## src/hte_pkg.sv

```systemverilog
package hte_pkg;

    localparam int unsigned RUN_W = 5;   // run length 1..24, position 0..23
    localparam int unsigned TXT_W = 192; // longest run, 24 characters

    typedef enum logic [3:0] {
        K_CHAR    = 4'd0,
        K_GT      = 4'd1,
        K_LT      = 4'd2,
        K_TAB     = 4'd3,
        K_QUOT    = 4'd4,
        K_APOS    = 4'd5,
        K_NBSP    = 4'd6,
        K_AMP     = 4'd7,
        K_NL_LF   = 4'd8,
        K_NL_CRLF = 4'd9,
        K_DEC     = 4'd10
    } kind_t;

    localparam logic [7:0] CH_TAB   = 8'h09;
    localparam logic [7:0] CH_LF    = 8'h0a;
    localparam logic [7:0] CH_CR    = 8'h0d;
    localparam logic [7:0] CH_SPACE = 8'h20;
    localparam logic [7:0] CH_QUOT  = 8'h22;
    localparam logic [7:0] CH_HASH  = 8'h23;
    localparam logic [7:0] CH_AMP   = 8'h26;
    localparam logic [7:0] CH_APOS  = 8'h27;
    localparam logic [7:0] CH_ZERO  = 8'h30;
    localparam logic [7:0] CH_SEMI  = 8'h3b;
    localparam logic [7:0] CH_LT    = 8'h3c;
    localparam logic [7:0] CH_GT    = 8'h3e;

    localparam logic [TXT_W-1:0] TXT_GT      = "&gt;";
    localparam logic [TXT_W-1:0] TXT_LT      = "&lt;";
    localparam logic [TXT_W-1:0] TXT_TAB     = "&nbsp;&nbsp;&nbsp;&nbsp;";
    localparam logic [TXT_W-1:0] TXT_QUOT    = "&quot;";
    localparam logic [TXT_W-1:0] TXT_APOS    = "&#39;";
    localparam logic [TXT_W-1:0] TXT_NBSP    = "&nbsp;";
    localparam logic [TXT_W-1:0] TXT_AMP     = "&amp;";
    localparam logic [TXT_W-1:0] TXT_NL_LF   = "<br/>\x0a";
    localparam logic [TXT_W-1:0] TXT_NL_CRLF = "<br/>\x0d\x0a";

    // One queued job: what to emit for one input byte.
    typedef struct packed {
        kind_t            kind;
        logic [7:0]       ch;
        logic [2:0][3:0]  dig;  // decimal digits, most significant in slot 2
        logic [RUN_W-1:0] len;
    } desc_t;

    // Fixed run lengths of the entity kinds.
    function automatic logic [RUN_W-1:0] kind_len(input kind_t kind);
        logic [RUN_W-1:0] n;
        case (kind)
            K_GT, K_LT:    n = RUN_W'(4);
            K_TAB:         n = RUN_W'(24);
            K_QUOT:        n = RUN_W'(6);
            K_APOS, K_AMP: n = RUN_W'(5);
            K_NBSP:        n = RUN_W'(6);
            K_NL_LF:       n = RUN_W'(6);
            K_NL_CRLF:     n = RUN_W'(7);
            default:       n = RUN_W'(1);
        endcase
        return n;
    endfunction

    // Character at pos of a right-aligned string literal of length len.
    function automatic logic [7:0] str_at(input logic [TXT_W-1:0] s,
                                          input logic [RUN_W-1:0] len,
                                          input logic [RUN_W-1:0] pos);
        logic [RUN_W-1:0] idx;
        idx = RUN_W'(len - pos - RUN_W'(1));
        return s[{idx, 3'b000} +: 8];
    endfunction

endpackage

```

## src/hte_front.sv

```systemverilog
module hte_front
    import hte_pkg::*;
(
    input  logic [7:0] in_byte,
    input  logic       crlf,
    output logic       keep,
    output desc_t      desc
);

    logic [1:0]  hun;
    logic [6:0]  rem;
    logic [14:0] prod;
    logic [3:0]  ten;
    logic [3:0]  one;

    // Split into decimal digits: compare for hundreds, reciprocal for tens.
    always_comb
    begin
        if (in_byte >= 8'd200)
            hun = 2'd2;
        else if (in_byte >= 8'd100)
            hun = 2'd1;
        else
            hun = 2'd0;
        rem  = 7'(in_byte - ((hun == 2'd2) ? 8'd200 : (hun == 2'd1) ? 8'd100 : 8'd0));
        prod = 15'(rem) * 15'd205;
        ten  = 4'(prod >> 11);
        one  = 4'(rem - 7'(ten) * 7'd10);
    end

    always_comb
    begin
        keep      = 1'b1;
        desc.ch   = in_byte;
        desc.dig  = '0;
        desc.kind = K_CHAR;
        if (in_byte == CH_CR)
            keep = 1'b0;
        else if (in_byte == CH_LF)
            desc.kind = crlf ? K_NL_CRLF : K_NL_LF;
        else if (in_byte == CH_GT)
            desc.kind = K_GT;
        else if (in_byte == CH_LT)
            desc.kind = K_LT;
        else if (in_byte == CH_TAB)
            desc.kind = K_TAB;
        else if (in_byte == CH_QUOT)
            desc.kind = K_QUOT;
        else if (in_byte == CH_APOS)
            desc.kind = K_APOS;
        else if (in_byte == CH_SPACE)
            desc.kind = K_NBSP;
        else if (in_byte == CH_AMP)
            desc.kind = K_AMP;
        else if (in_byte < 8'd32 || in_byte >= 8'd128)
            desc.kind = K_DEC;

        if (in_byte >= 8'd100)
            desc.dig = {hun == 2'd2 ? 4'd2 : 4'd1, ten, one};
        else if (in_byte >= 8'd10)
            desc.dig = {ten, one, 4'd0};
        else
            desc.dig = {one, 4'd0, 4'd0};

        // &# digits ;
        if (desc.kind == K_DEC)
        begin
            if (in_byte >= 8'd100)
                desc.len = RUN_W'(6);
            else if (in_byte >= 8'd10)
                desc.len = RUN_W'(5);
            else
                desc.len = RUN_W'(4);
        end
        else
        begin
            desc.len = kind_len(desc.kind);
        end
    end

endmodule

```

## src/hte_queue.sv

```systemverilog
module hte_queue
    import hte_pkg::*;
#(
    parameter int unsigned DEPTH = 4
)
(
    input  logic  clk,
    input  logic  rst_n,
    input  logic  push,
    input  desc_t push_desc,
    input  logic  pop,
    output desc_t head,
    output logic  empty,
    output logic  full
);

    localparam int unsigned PTR_W = (DEPTH > 1) ? $clog2(DEPTH) : 1;
    localparam int unsigned CNT_W = $clog2(DEPTH + 1);
    localparam logic [PTR_W-1:0] LAST_PTR = PTR_W'(DEPTH - 1);

    desc_t            slot_reg [DEPTH];
    logic [PTR_W-1:0] wr_ptr_reg, wr_ptr_next;
    logic [PTR_W-1:0] rd_ptr_reg, rd_ptr_next;
    logic [CNT_W-1:0] count_reg, count_next;

    assign empty = (count_reg == '0);
    assign full  = (count_reg == CNT_W'(DEPTH));
    assign head  = slot_reg[rd_ptr_reg];

    always_comb
    begin
        wr_ptr_next = wr_ptr_reg;
        rd_ptr_next = rd_ptr_reg;
        count_next  = count_reg;
        if (push)
            wr_ptr_next = (wr_ptr_reg == LAST_PTR) ? '0 : PTR_W'(wr_ptr_reg + 1'b1);
        if (pop)
            rd_ptr_next = (rd_ptr_reg == LAST_PTR) ? '0 : PTR_W'(rd_ptr_reg + 1'b1);
        if (push && !pop)
            count_next = CNT_W'(count_reg + 1'b1);
        else if (pop && !push)
            count_next = CNT_W'(count_reg - 1'b1);
    end

    always_ff @(posedge clk or negedge rst_n)
    begin
        if (!rst_n)
        begin
            wr_ptr_reg <= '0;
            rd_ptr_reg <= '0;
            count_reg  <= '0;
        end
        else
        begin
            wr_ptr_reg <= wr_ptr_next;
            rd_ptr_reg <= rd_ptr_next;
            count_reg  <= count_next;
        end
    end

    always_ff @(posedge clk)
    begin
        if (push)
            slot_reg[wr_ptr_reg] <= push_desc;
    end

    a_no_overflow: assert property (@(posedge clk) disable iff (!rst_n)
        full |-> !push || pop)
        else $error("queue written while full");

    a_no_underflow: assert property (@(posedge clk) disable iff (!rst_n)
        pop |-> !empty)
        else $error("queue read while empty");

endmodule

```

## src/hte_back.sv

```systemverilog
module hte_back
    import hte_pkg::*;
(
    input  logic       clk,
    input  logic       rst_n,
    input  desc_t      head,
    input  logic       empty,
    output logic       pop,
    output logic       out_valid,
    input  logic       out_ready,
    output logic [7:0] out_byte,
    output logic       out_last
);

    logic [RUN_W-1:0] pos_reg, pos_next;
    logic             valid_reg, valid_next;
    logic [7:0]       byte_reg, byte_next;
    logic             last_reg, last_next;
    logic             load;
    logic             at_end;
    logic [7:0]       cur_byte;
    logic [1:0]       dig_idx;

    assign load   = !valid_reg || out_ready;
    assign at_end = (pos_reg == RUN_W'(head.len - RUN_W'(1)));
    assign pop    = load && !empty && at_end;
    assign dig_idx = 2'(pos_reg - RUN_W'(2));

    always_comb
    begin
        case (head.kind)
            K_CHAR:    cur_byte = head.ch;
            K_GT:      cur_byte = str_at(TXT_GT, head.len, pos_reg);
            K_LT:      cur_byte = str_at(TXT_LT, head.len, pos_reg);
            K_TAB:     cur_byte = str_at(TXT_TAB, head.len, pos_reg);
            K_QUOT:    cur_byte = str_at(TXT_QUOT, head.len, pos_reg);
            K_APOS:    cur_byte = str_at(TXT_APOS, head.len, pos_reg);
            K_NBSP:    cur_byte = str_at(TXT_NBSP, head.len, pos_reg);
            K_AMP:     cur_byte = str_at(TXT_AMP, head.len, pos_reg);
            K_NL_LF:   cur_byte = str_at(TXT_NL_LF, head.len, pos_reg);
            K_NL_CRLF: cur_byte = str_at(TXT_NL_CRLF, head.len, pos_reg);
            K_DEC:
            begin
                if (pos_reg == '0)
                    cur_byte = CH_AMP;
                else if (pos_reg == RUN_W'(1))
                    cur_byte = CH_HASH;
                else if (at_end)
                    cur_byte = CH_SEMI;
                else
                    cur_byte = CH_ZERO + 8'(head.dig[2'd2 - dig_idx]);
            end
            default:   cur_byte = head.ch;
        endcase
    end

    always_comb
    begin
        pos_next   = pos_reg;
        valid_next = valid_reg;
        byte_next  = byte_reg;
        last_next  = last_reg;
        if (load)
        begin
            valid_next = !empty;
            byte_next  = cur_byte;
            last_next  = at_end;
            // advance through the run, rewind on its last word
            if (!empty)
                pos_next = at_end ? '0 : RUN_W'(pos_reg + 1'b1);
        end
    end

    always_ff @(posedge clk or negedge rst_n)
    begin
        if (!rst_n)
        begin
            pos_reg   <= '0;
            valid_reg <= 1'b0;
        end
        else
        begin
            pos_reg   <= pos_next;
            valid_reg <= valid_next;
        end
    end

    always_ff @(posedge clk)
    begin
        byte_reg <= byte_next;
        last_reg <= last_next;
    end

    assign out_valid = valid_reg;
    assign out_byte  = byte_reg;
    assign out_last  = last_reg;

    a_pos_idle: assert property (@(posedge clk) disable iff (!rst_n)
        empty |-> pos_reg == '0)
        else $error("run position not rewound while queue empty");

    a_pos_range: assert property (@(posedge clk) disable iff (!rst_n)
        !empty |-> pos_reg < head.len)
        else $error("run position past run length");

endmodule

```

## src/html_text_escaper.sv

```systemverilog
// Kept bytes pass the descriptor queue, then the output register. Throughput: one
// output word per cycle while m_tready is high; an input byte occupies the output for
// its run length (1 to 24 words, none for CR), set by the single-word output register.
// Input is taken every cycle while the descriptor queue (QUEUE_DEPTH entries) has room.
// Reset (rst_n low, async): queue and output emptied, crlf_line_end cleared to 0.
module html_text_escaper
    import hte_pkg::*;
#(
    parameter int unsigned QUEUE_DEPTH = 4
)
(
    input  logic       clk,
    input  logic       rst_n,
    input  logic       s_tvalid,
    output logic       s_tready,
    input  logic [7:0] s_tdata,   // [7:0] in_byte
    output logic       m_tvalid,
    input  logic       m_tready,
    output logic [7:0] m_tdata,   // [7:0] out_byte
    output logic       m_tlast,   // run_last
    input  logic       cfg_valid,
    output logic       cfg_ready,
    input  logic       cfg_data   // crlf_line_end
);

    logic  crlf_reg;
    logic  keep;
    desc_t front_desc;
    desc_t head;
    logic  push;
    logic  pop;
    logic  empty;
    logic  full;

    assign cfg_ready = 1'b1;

    always_ff @(posedge clk or negedge rst_n)
    begin
        if (!rst_n)
            crlf_reg <= 1'b0;
        else if (cfg_valid && cfg_ready)
            crlf_reg <= cfg_data;
    end

    assign s_tready = !full;
    assign push     = s_tvalid && s_tready && keep;

    hte_front u_front (
        .in_byte (s_tdata),
        .crlf    (crlf_reg),
        .keep    (keep),
        .desc    (front_desc)
    );

    hte_queue #(
        .DEPTH (QUEUE_DEPTH)
    ) u_queue (
        .clk       (clk),
        .rst_n     (rst_n),
        .push      (push),
        .push_desc (front_desc),
        .pop       (pop),
        .head      (head),
        .empty     (empty),
        .full      (full)
    );

    hte_back u_back (
        .clk       (clk),
        .rst_n     (rst_n),
        .head      (head),
        .empty     (empty),
        .pop       (pop),
        .out_valid (m_tvalid),
        .out_ready (m_tready),
        .out_byte  (m_tdata),
        .out_last  (m_tlast)
    );

endmodule
```

## config.mk

```make
export PLATFORM = sky130hd
export DESIGN_NAME = html_text_escaper
export DESIGN_NICKNAME = d
export VERILOG_FILES = /design/src/hte_pkg.sv /design/src/hte_front.sv /design/src/hte_queue.sv /design/src/hte_back.sv /design/src/html_text_escaper.sv
export SDC_FILE = /design/constraint.sdc
export NUM_CORES = 1
export LEC_CHECK = 0
export BUFFER_PORTS_ARGS = -buffer_cell sky130_fd_sc_hd__buf_2
export CORE_MARGIN = 1
export CORE_UTILIZATION = 55
export DETAILED_ROUTE_END_ITERATION = 10
export GPL_TIMING_DRIVEN = 0
export PLACE_DENSITY = 0.71
export SETUP_SLACK_MARGIN = 0.3
export SLEW_MARGIN = 20
export SYNTH_ARGS = -nofsm -noshare
export SYNTH_HDL_FRONTEND = slang
export SYNTH_SLANG_ARGS = --single-unit
```

## constraint.sdc

```tcl
create_clock -name clk -period 7.8 [get_ports clk]
set_input_delay 2.34 -clock clk [delete_from_list [all_inputs] [get_ports clk]]
set_output_delay 2.34 -clock clk [all_outputs]
set_load 0.005 [all_outputs]
```

# After elaboration in Yosys (flattened, before gate mapping)
# Memory sizes are Yosys's and may differ from the RTL's.
# Cells that the tools add are included.
dict set report op_classes {
  eq_ne 27
  n_addsub 13
  n_reduce_logical 17
  muxes 35
  order_cmp 6
  n_mul 2
  n_shift 9
  n_bitwise 1
}
# operator count
set ops {}
lappend ops {{$shiftx 192x9->8 const A} 9}
lappend ops {{$pmux 8 s10} 1}
lappend ops {{$eq 8x6->1 const B} 6}
lappend ops {{$mux 4} 11}
lappend ops {{$eq 8x4->1 const B} 3}
lappend ops {{$mux 12} 2}
lappend ops {{$mux 8} 3}
lappend ops {{$eq 4x3->1 const B} 4}
lappend ops {{$eq 4x4->1 const B} 4}
lappend ops {{$ge 8x8->1 const B} 2}
lappend ops {{$mul 7x8->15 const B} 1}
lappend ops {{$mux 5} 3}
lappend ops {{$mux 7} 2}
lappend ops {{$sub 5x1->5 const B} 2}
lappend ops {{$bmux 4 s2} 1}
lappend ops {{$eq 4x2->1 const B} 2}
lappend ops {{$ge 8x4->1 const B} 1}
lappend ops {{$ge 8x7->1 const B} 1}
lappend ops {{$lt 8x6->1 const B} 1}
lappend ops {{$mux 2} 4}
lappend ops {{$add 6x4->7 const A} 1}
lappend ops {{$sub 7x7->7} 1}
lappend ops {{$eq 2x2->1 const B} 3}
lappend ops {{$logic_and 1x1->1} 6}
lappend ops {{other kinds (24)} 36}
dict set report word_totals {
  ram_bits 116
  rom_bits 80
  mem_count 2
  out_inout_bits 12
  register_bits 23
  elab_cells 120
  inputBits 14
}
# name words word_bits read_ports rd_ports_with_merged_regs write_ports line_no
set mem_list {}
lappend mem_list {u_queue.slot_reg 4 29 1 0 1 hte_queue.sv:21} ;# desc_t slot_reg [DEPTH];
lappend mem_list {{(no name shown)} 16 5 1 0 0 hte_pkg.sv:54} ;# case (kind)

# Depth between registers and ports, before layout
# Gate-level depths: netlist of run 1.
dict set report depth {
  depth_word 14
  mapped_depth 29
  depth_no_buf 28
}

# Modules after synthesis
# A second synthesis of run 1 with hierarchy kept.
dict set report unflattened {
  cells_unflattened 682
  hier_area_um2 8415.6
}
# mod instances cells_each seq_area_each_um2 area_each_um2
set modules_own_cells {}
lappend modules_own_cells {hte_queue 1 188 3658.5 4600.7}
lappend modules_own_cells {hte_back 1 276 420.4 2093.3}
lappend modules_own_cells {hte_front 1 212 0.0 1657.8}
lappend modules_own_cells {html_text_escaper 1 6 25.0 63.8}

# Least setup slack after synthesis of run 1
# OpenSTA, ideal clock, no wires.
dict set report synth_path {
  path_type {input -> register}
  startpoint {in s_tdata[4]}
  endpoint {mem u_queue.slot_reg[0][16] (netlist bit), data pin}
  setup_ps 278
  arrival_ps 8529
  cell_stages 28
  path_slack_ps -1007
  path_cell_list {clkbuf_1 > o311ai_0 > nor2b_1 > ha_1 > inv_1 > fa_1 > o21a_1 > nor2_1 > xnor2_1 > ha_1 > ha_1 > fa_1 > inv_1 > fa_1 > inv_1 > ha_1 > o211a_1 > o21a_1 > o221ai_1 > xnor2_1 > ha_1 > inv_1 > fa_1 > xnor2_1 > xnor2_1 > xnor2_1 > xor2_1 > o22ai_1}
}
# item line_no
set synth_rtl {}
lappend synth_rtl {{from (decl)} html_text_escaper.sv:16} ;# input logic [7:0] s_tdata,
lappend synth_rtl {{to (decl)} hte_queue.sv:21}

==> impl_metrics.csv, run 1 <==
group,metric,value,unit
cells_and_area,area_growth,17.3,%
synth,synth_most_common_cell,"edfxtp_1",
synth,synth_xor_area_frac,0.0319,
routing,drc,0,
timing,setup_viol,12,
synth,synth_edf_count,121,
clocking,clockRootBuffer,"clkbuf_16",
setup_path,crit_family,"adder cells",
routing,vias_per_cell,6.24,
placed_design,routabilityCongestion,0.926,
synth,synthesis.nets,752,
global_route,grt_pass1_wl,29.6,mm
placed_design,portBuffers,24,
routing,wire_per_inst,20.5,microns
floorplanning,die_width,123,microns
outcome,outcome,"complete, but fails checks",
floorplanning,coreArea,14500,sq um
clocking,holdBufCountCts,0,
global_route,grt-ovfl-total,0,
routing,wl,19.0,mm
synth,synthArstFlopShare,0.104,
cells_and_area,finalInstanceArea,9520,sq um
floorplanning,initial_core_util,0.561,
synth,synth_top_family_by_area,"compound AO/OA/AOI/OAI gates",
cells_and_area,largest_reg_flops,112,
timing,slew_viol_final,0,
synth,syn_avg_cell_area,12.1,sq um
outcome,violations,"setup timing",
clocking,cts_buffers,17,
placed_design,dp_hpwl,13.4,mm
global_route,grt_use_total,0.267,
setup_path,critPathLaunchType,"input pin",
clocking,clk_pin_slew,0.06,ns
synth,synth-seq-area-share,0.491,
setup_path,cp_data_arrival_time,8.35,ns
setup_path,path_common_cell,"xnor2_2",
global_route,grt_max_degree,29,
floorplanning,die_y,123,microns
routing,firstDrtPassIters,5,
floorplanning,row_count,44,
routing,drt_iter0_markers,636,
setup_path,required,7.96,ns
timing,min_period,8.19,ns
floorplanning,die-area,15200,sq um
setup_path,max_stage_delay,0.48,ns
routing,postRouteAntennaNets,0,
clocking,cts_buffer_depth,2,
timing,skew,0.00744,ns
clocking,htree_levels,4,
synth,ys_types,68,
timing,period_share,1.05,
setup_path,crit_fanout,4,
timing,worst_pin_slew,0.832,ns
synth,synth_mux_area_frac,0.0845,
synth,ys_top_cells_by_count,"121 x edfxtp_1, 55 x ha_1, 48 x inv_1, 41 x nand2_1, 33 x nor2_1",
global_route,grt_antenna_before_repair,0,
setup_path,cpMaxStageDelayCell,"fa_1",
synth,yosysWarnings,0,
setup_path,crit_path_end_kind,"register",
floorplanning,pin_count,26,
synth,yosys.area_share.adder,0.114,
synth,synth_top_area_share,0.448,
timing,hold_viol_final,0,
timing,rsz0062_at_grt,"yes",
routing,vias,5799,
setup_path,critical_path_class,"in2reg",
cells_and_area,final_layout_size_suffix_gt1_frac,0.217,
timing,worst_slack,-0.393,ns
synth,synth_area,8120,sq um
worst_hold_path,hold_class,"reg2reg",
timing,relSlewSlack,0.446,
setup_path,crit_buf_inv,6,
synth,synth_compound_area_frac,0.123,
synth,postSynthCellCount,671,
placed_design,placed_cell_area,8640,sq um
clocking,tritoncts,"done",
clocking,cts_sinks,135,
synth,synth_flop_cell,"edfxtp_1",
clocking,clk_latency,0.43,ns
cells_and_area,num_antenna_cells,0,
synth,ys_top_cells_by_area,"edfxtp_1 45%, ha_1 8.5%, mux4_2 7.2%",
timing,max_freq,122,MHz
synth,synthSimpleGateAreaFrac,0.115,
cells_and_area,nets,813,
global_route,first_global_vias,5724,
job,max_cap_violations,0,
synth,ys_ff_latch,135,
synth,synth_area_leader_cell,"edfxtp_1",
[through the flow]
stage	setup slack, ns	hold slack [ns]	TNS, ns	util	instances
floorplan	-0.387	0.482	-4.42	-	671
global placement	-0.971	0.516	-18.73	0.591	879
detailed placement	-1.08	0.522	-21.57	0.597	883
CTS	-0.392	0.536	-4.29	0.648	925
global route	-0.622	0.539	-6.06	0.658	929
finish	-0.393	0.537	-3.61	0.658	929
[final timing paths]
path,cells after the start,endpoint,from,slack [ns]
setup / recovery,29,u_queue.slot_reg[1][12],s_tdata[4],-0.39
hold / removal,1,crlf_reg,crlf_reg,0.54
setup reg to reg,12,u_back.out_byte[1],u_queue.rd_ptr_reg[0],3.70
hold reg to reg,1,crlf_reg,crlf_reg,0.54
max in group asynchronous,1,crlf_reg,rst_n,5.70
min in group asynchronous,1,u_queue.wr_ptr_reg[0],rst_n,1.83
[cell families after synthesis]
group | Yosys count
flops | 135
buf+inv | 79
compound gates | 147
fa+ha+maj | 67
mux | 35
other cells | 1
xor+xnor | 28
simple gates | 179
[metal layers]
| layer | vias to the layer above | track usage | wire length (microns) |
|---|---|---|---|
| met5 | - | 0 | 0 |
| met1 | 2871 | 0.351 | 8120 |
| met2 | 215 | 0.430 | 9410 |
| met3 | 45 | 0.0586 | 1000 |
| met4 | 0 | 0.108 | 516 |
| li1 | 2668 | - | - |
[what timing repair did]
action	4_1_cts	5_1_grt
buffers inserted	10	4
pin swaps	23	19
resized for setup	14	21
endpoints found under the setup margin	32	32
[cells in the final DEF, fill, tap and decap left out, types with 5 or more instances in the layout]
cell type    n
o31ai_1      8
or3_1        7
xnor2_2      9
o211ai_1     6
edfxtp_1   121
o22ai_1      7
xnor2_1      6
o21bai_1     6
mux4_2      26
a21oi_1     27
buf_2       25
nand2_1     41
nand2b_1    12
nand3_1     16
fa_1        10
clkbuf_1    19
buf_4       17
nand3b_1     5
clkbuf_16   18
o21ai_0     28
and3_1       6
ha_1        51
a21o_1       5
a31oi_1      5
nor3_1      11
nor2_1      31
inv_1       45
xor2_1      11
nor2b_1     16
a211oi_1     9
dfrtp_1     14
[cell type report]
type                       instances  area, sq um
sequential                       135         3980
tap                              184          230
clock buffer                      17          425
multi-input combinational        457         4050
timing repair buffer              42          327
clock inverter                    15          166
buffer                            30          159
fill                            1049         4950
inverter                          49          186
Power of run 1 is left out: the tool's default activity adds up to more than one toggle a clock period on the data nets, which glitch-free logic cannot reach.
==> inputs of run 2 (changes only) <==
--- a/config.mk
+++ b/config.mk
@@ -7,12 +7,13 @@
 export LEC_CHECK = 0
 export BUFFER_PORTS_ARGS = -buffer_cell sky130_fd_sc_hd__buf_2
 export CORE_MARGIN = 1
-export CORE_UTILIZATION = 55
+export CORE_UTILIZATION = 65
 export DETAILED_ROUTE_END_ITERATION = 10
 export GPL_TIMING_DRIVEN = 0
-export PLACE_DENSITY = 0.71
+export PLACE_DENSITY = 0.82
 export SETUP_SLACK_MARGIN = 0.3
 export SLEW_MARGIN = 20
 export SYNTH_ARGS = -nofsm -noshare
 export SYNTH_HDL_FRONTEND = slang
+export SYNTH_HIERARCHICAL = 1
 export SYNTH_SLANG_ARGS = --single-unit
==> run 2 against run 1 <==
  * The flow still finishes with violations (setup timing)
  * Flip-flop and latch count increased by 4
  * Count of clock-buffer cells in the layout unchanged
  * Largest cell class unchanged
  * Critical endpoint is now u_queue/slot_reg[2][8]
  * Hold slack got worse by 0.038 ns
  * Highest routed layer unchanged
  * Final cell count decreased by 0.32%
  * Maximum frequency increased by 0.98%
==> impl_metrics.csv, run 2 <==
group,metric,value,unit
placed_design,routabilityCongestion,0.889,
cells_and_area,num_antenna_cells,0,
synth,postSynthCellCount,682,
synth,synth_most_common_cell,"edfxtp_1",
synth,ys_types,85,
cells_and_area,final_common_cell,"edfxtp_1",
synth,synth_area,8420,sq um
setup_path,cpMaxStageDelayCell,"fa_1",
cells_and_area,nets,822,
routing,firstDrtPassIters,6,
timing,skew,0.0126,ns
floorplanning,initial_core_util,0.667,
cells_and_area,regArea,4100,sq um
routing,drt_iter0_markers,564,
timing,rsz0062_at_grt,"yes",
synth,synth_edf_count,125,
worst_hold_path,whs_path_depth,1,
setup_path,ff2ff_path_depth,12,
clocking,clk_pin_slew,0.06,ns
worst_hold_path,hold_class,"reg2reg",
routing,wire_per_inst,24.0,microns
synth,synth_flop_cell,"edfxtp_1",
timing,finalSetupTns,-4.56,ns
cells_and_area,mostFrequentLayoutCells,"125 x edfxtp_1, 49 x inv_1, 49 x ha_1",
clocking,clockRootBuffer,"clkbuf_16",
worst_hold_path,min_from,"u_queue/count_reg[2]",
global_route,grt_max_degree,22,
setup_path,setup.worst_path.start,"s_tdata[2]",
placed_design,pre_cts_ws,-1.02,ns
cells_and_area,final_layout_size_suffix_gt1_frac,0.253,
setup_path,cp_data_arrival_time,8.26,ns
synth,ys_top_cells_by_count,"125 x edfxtp_1, 55 x ha_1, 55 x inv_1, 39 x nand2_1, 38 x nor2_1",
clocking,cts_buffers,17,
global_route,grt_antenna_before_repair,1,
cells_and_area,fill_cells,719,
setup_path,critPathLaunchType,"input pin",
job,max_cap_violations,0,
timing,hold_viol_final,0,
timing,period_share,1.04,
global_route,grt-ovfl-total,0,
synth,synthArstFlopShare,0.101,
routing,postRouteAntennaNets,0,
setup_path,max_stage_delay,0.51,ns
synth,synth-seq-area-share,0.488,
routing,drc,0,
clocking,tritoncts,"done",
timing,worst_pin_slew,0.869,ns
clocking,cts_sinks,139,
synth,syn_avg_cell_area,12.3,sq um
floorplanning,die_y,116,microns
cells_and_area,largest_reg_flops,116,
clocking,cts_buffer_depth,2,
floorplanning,pin_count,26,
timing,min_period,8.11,ns
timing,relSlewSlack,0.420,
cells_and_area,area_growth,17.5,%
synth,synth_top_area_share,0.446,
synth,synth_area_leader_cell,"edfxtp_1",
outcome,violations,"setup timing",
clocking,clk_latency,0.43,ns
cells_and_area,multi_input_area,4180,sq um
global_route,first_global_vias,6132,
global_route,grt_use_total,0.339,
synth,ys_top_cells_by_area,"edfxtp_1 45%, ha_1 8.2%, mux4_2 7.5%",
synth,ys_ff_latch,139,
setup_path,crit_path_end_kind,"register",
setup_path,critical_path_class,"in2reg",
setup_path,crit_fanout,10,
setup_path,required,7.94,ns
setup_path,r2r-start,"u_queue/rd_ptr_reg[1]",
floorplanning,die_width,116,microns
timing,worst_slack,-0.313,ns
timing,slew_viol_final,0,
timing,max_freq,123,MHz
synth,yosysWarnings,6,
floorplanning,die-area,13400,sq um
floorplanning,coreArea,12600,sq um
floorplanning,row_count,41,
routing,vias,6191,
routing,wl,22.2,mm
global_route,grt_pass1_wl,32.9,mm
setup_path,path_common_cell,"ha_4",
placed_design,portBuffers,22,
synth,synthesis.nets,763,
timing,setup_viol,24,
routing,vias_per_cell,6.69,
outcome,outcome,"complete, but fails checks",
placed_design,dp_hpwl,14.3,mm
setup_path,r2r_setup_slack,3.63,ns
clocking,htree_levels,4,
worst_hold_path,hold_end,"u_queue/count_reg[2]",
setup_path,rr_endpoint,"u_queue/count_reg[1]",
## run 2: changes by cell type after synthesis, moves of 6 or more
cell and delta:
clkbuf_1 -8, nor2b_1 -7, mux2i_1 +8, buf_4 +9, buf_2 +6, inv_1 +7
## run 2: cell families after synthesis
logic type / Yosys count / share of synthesized area
simple gates: 167 / 0.105
flops: 139 / 0.488
fa+ha+maj: 67 / 0.110
xor+xnor: 32 / 0.0351
other cells: 1 / 0.000446
buf+inv: 95 / 0.0519
mux: 46 / 0.0995
compound gates: 135 / 0.110
## run 2: how the worst max path moves through the flow
stage | endpoint | slack, ns | cells after the start
after floorplan | u_queue/slot_reg[0][12] | -0.21 | 28
after global placement | u_queue/slot_reg[0][12] | -0.84 | 30
after detailed placement | u_queue/slot_reg[0][12] | -1.02 | 29
after CTS | u_queue/slot_reg[1][12] | -0.16 | 29
after global routing | u_queue/slot_reg[1][12] | -0.46 | 29
final | u_queue/slot_reg[2][8] | -0.31 | 29
## run 2: cell type report
cell class,count,area share
Multi-Input combinational cell,448,0.423
Timing Repair Buffer,40,0.0352
Clock inverter,15,0.0164
Clock buffer,17,0.0430
Buffer,39,0.0244
Tap cell,172,0.0218
Inverter,56,0.0215
Sequential cell,139,0.415
## run 2: worst max-delay path, delay by kind of cell
kind | cells | cell delay [ns]
AOI/OAI and AO/OA | 4 | 0.56
xor gates and xnor gates | 5 | 0.96
adders and majority gates | 9 | 2.94
buffers and inverters | 6 | 0.60
and+or+nand+nor | 5 | 0.86
## run 2: layer usage
layer,vias to the layer above,GRT usage,routed length (microns)
met5,-,0,0
met4,0,0.123,679
met3,70,0.0910,1900
met2,384,0.572,11200
met1,3057,0.424,8480
li1,2680,-,-
## run 2: timing repair
| action | CTS | global route |
|---|---|---|
| gates resized for setup | 23 | 23 |
| hold buffers | 0 | 0 |
| pin swaps | 29 | 23 |
| endpoints found under the setup margin | 40 | 44 |
| hold endpoints to repair | 0 | 0 |
| buffers inserted | 10 | 4 |
## run 2: per-stage QoR
stage / instance area (sq um) / hold slack [ns] / cells / utilization
after floorplan: 8510 / 0.456 / 682 / -
after global placement: 8830 / 0.475 / 876 / 0.700
after detailed placement: 8950 / 0.482 / 880 / 0.709
after CTS: 9740 / 0.496 / 922 / 0.772
after global routing: 9890 / 0.521 / 926 / 0.784
final: 9890 / 0.499 / 926 / 0.784
Power of run 2 is left out for the same reason.
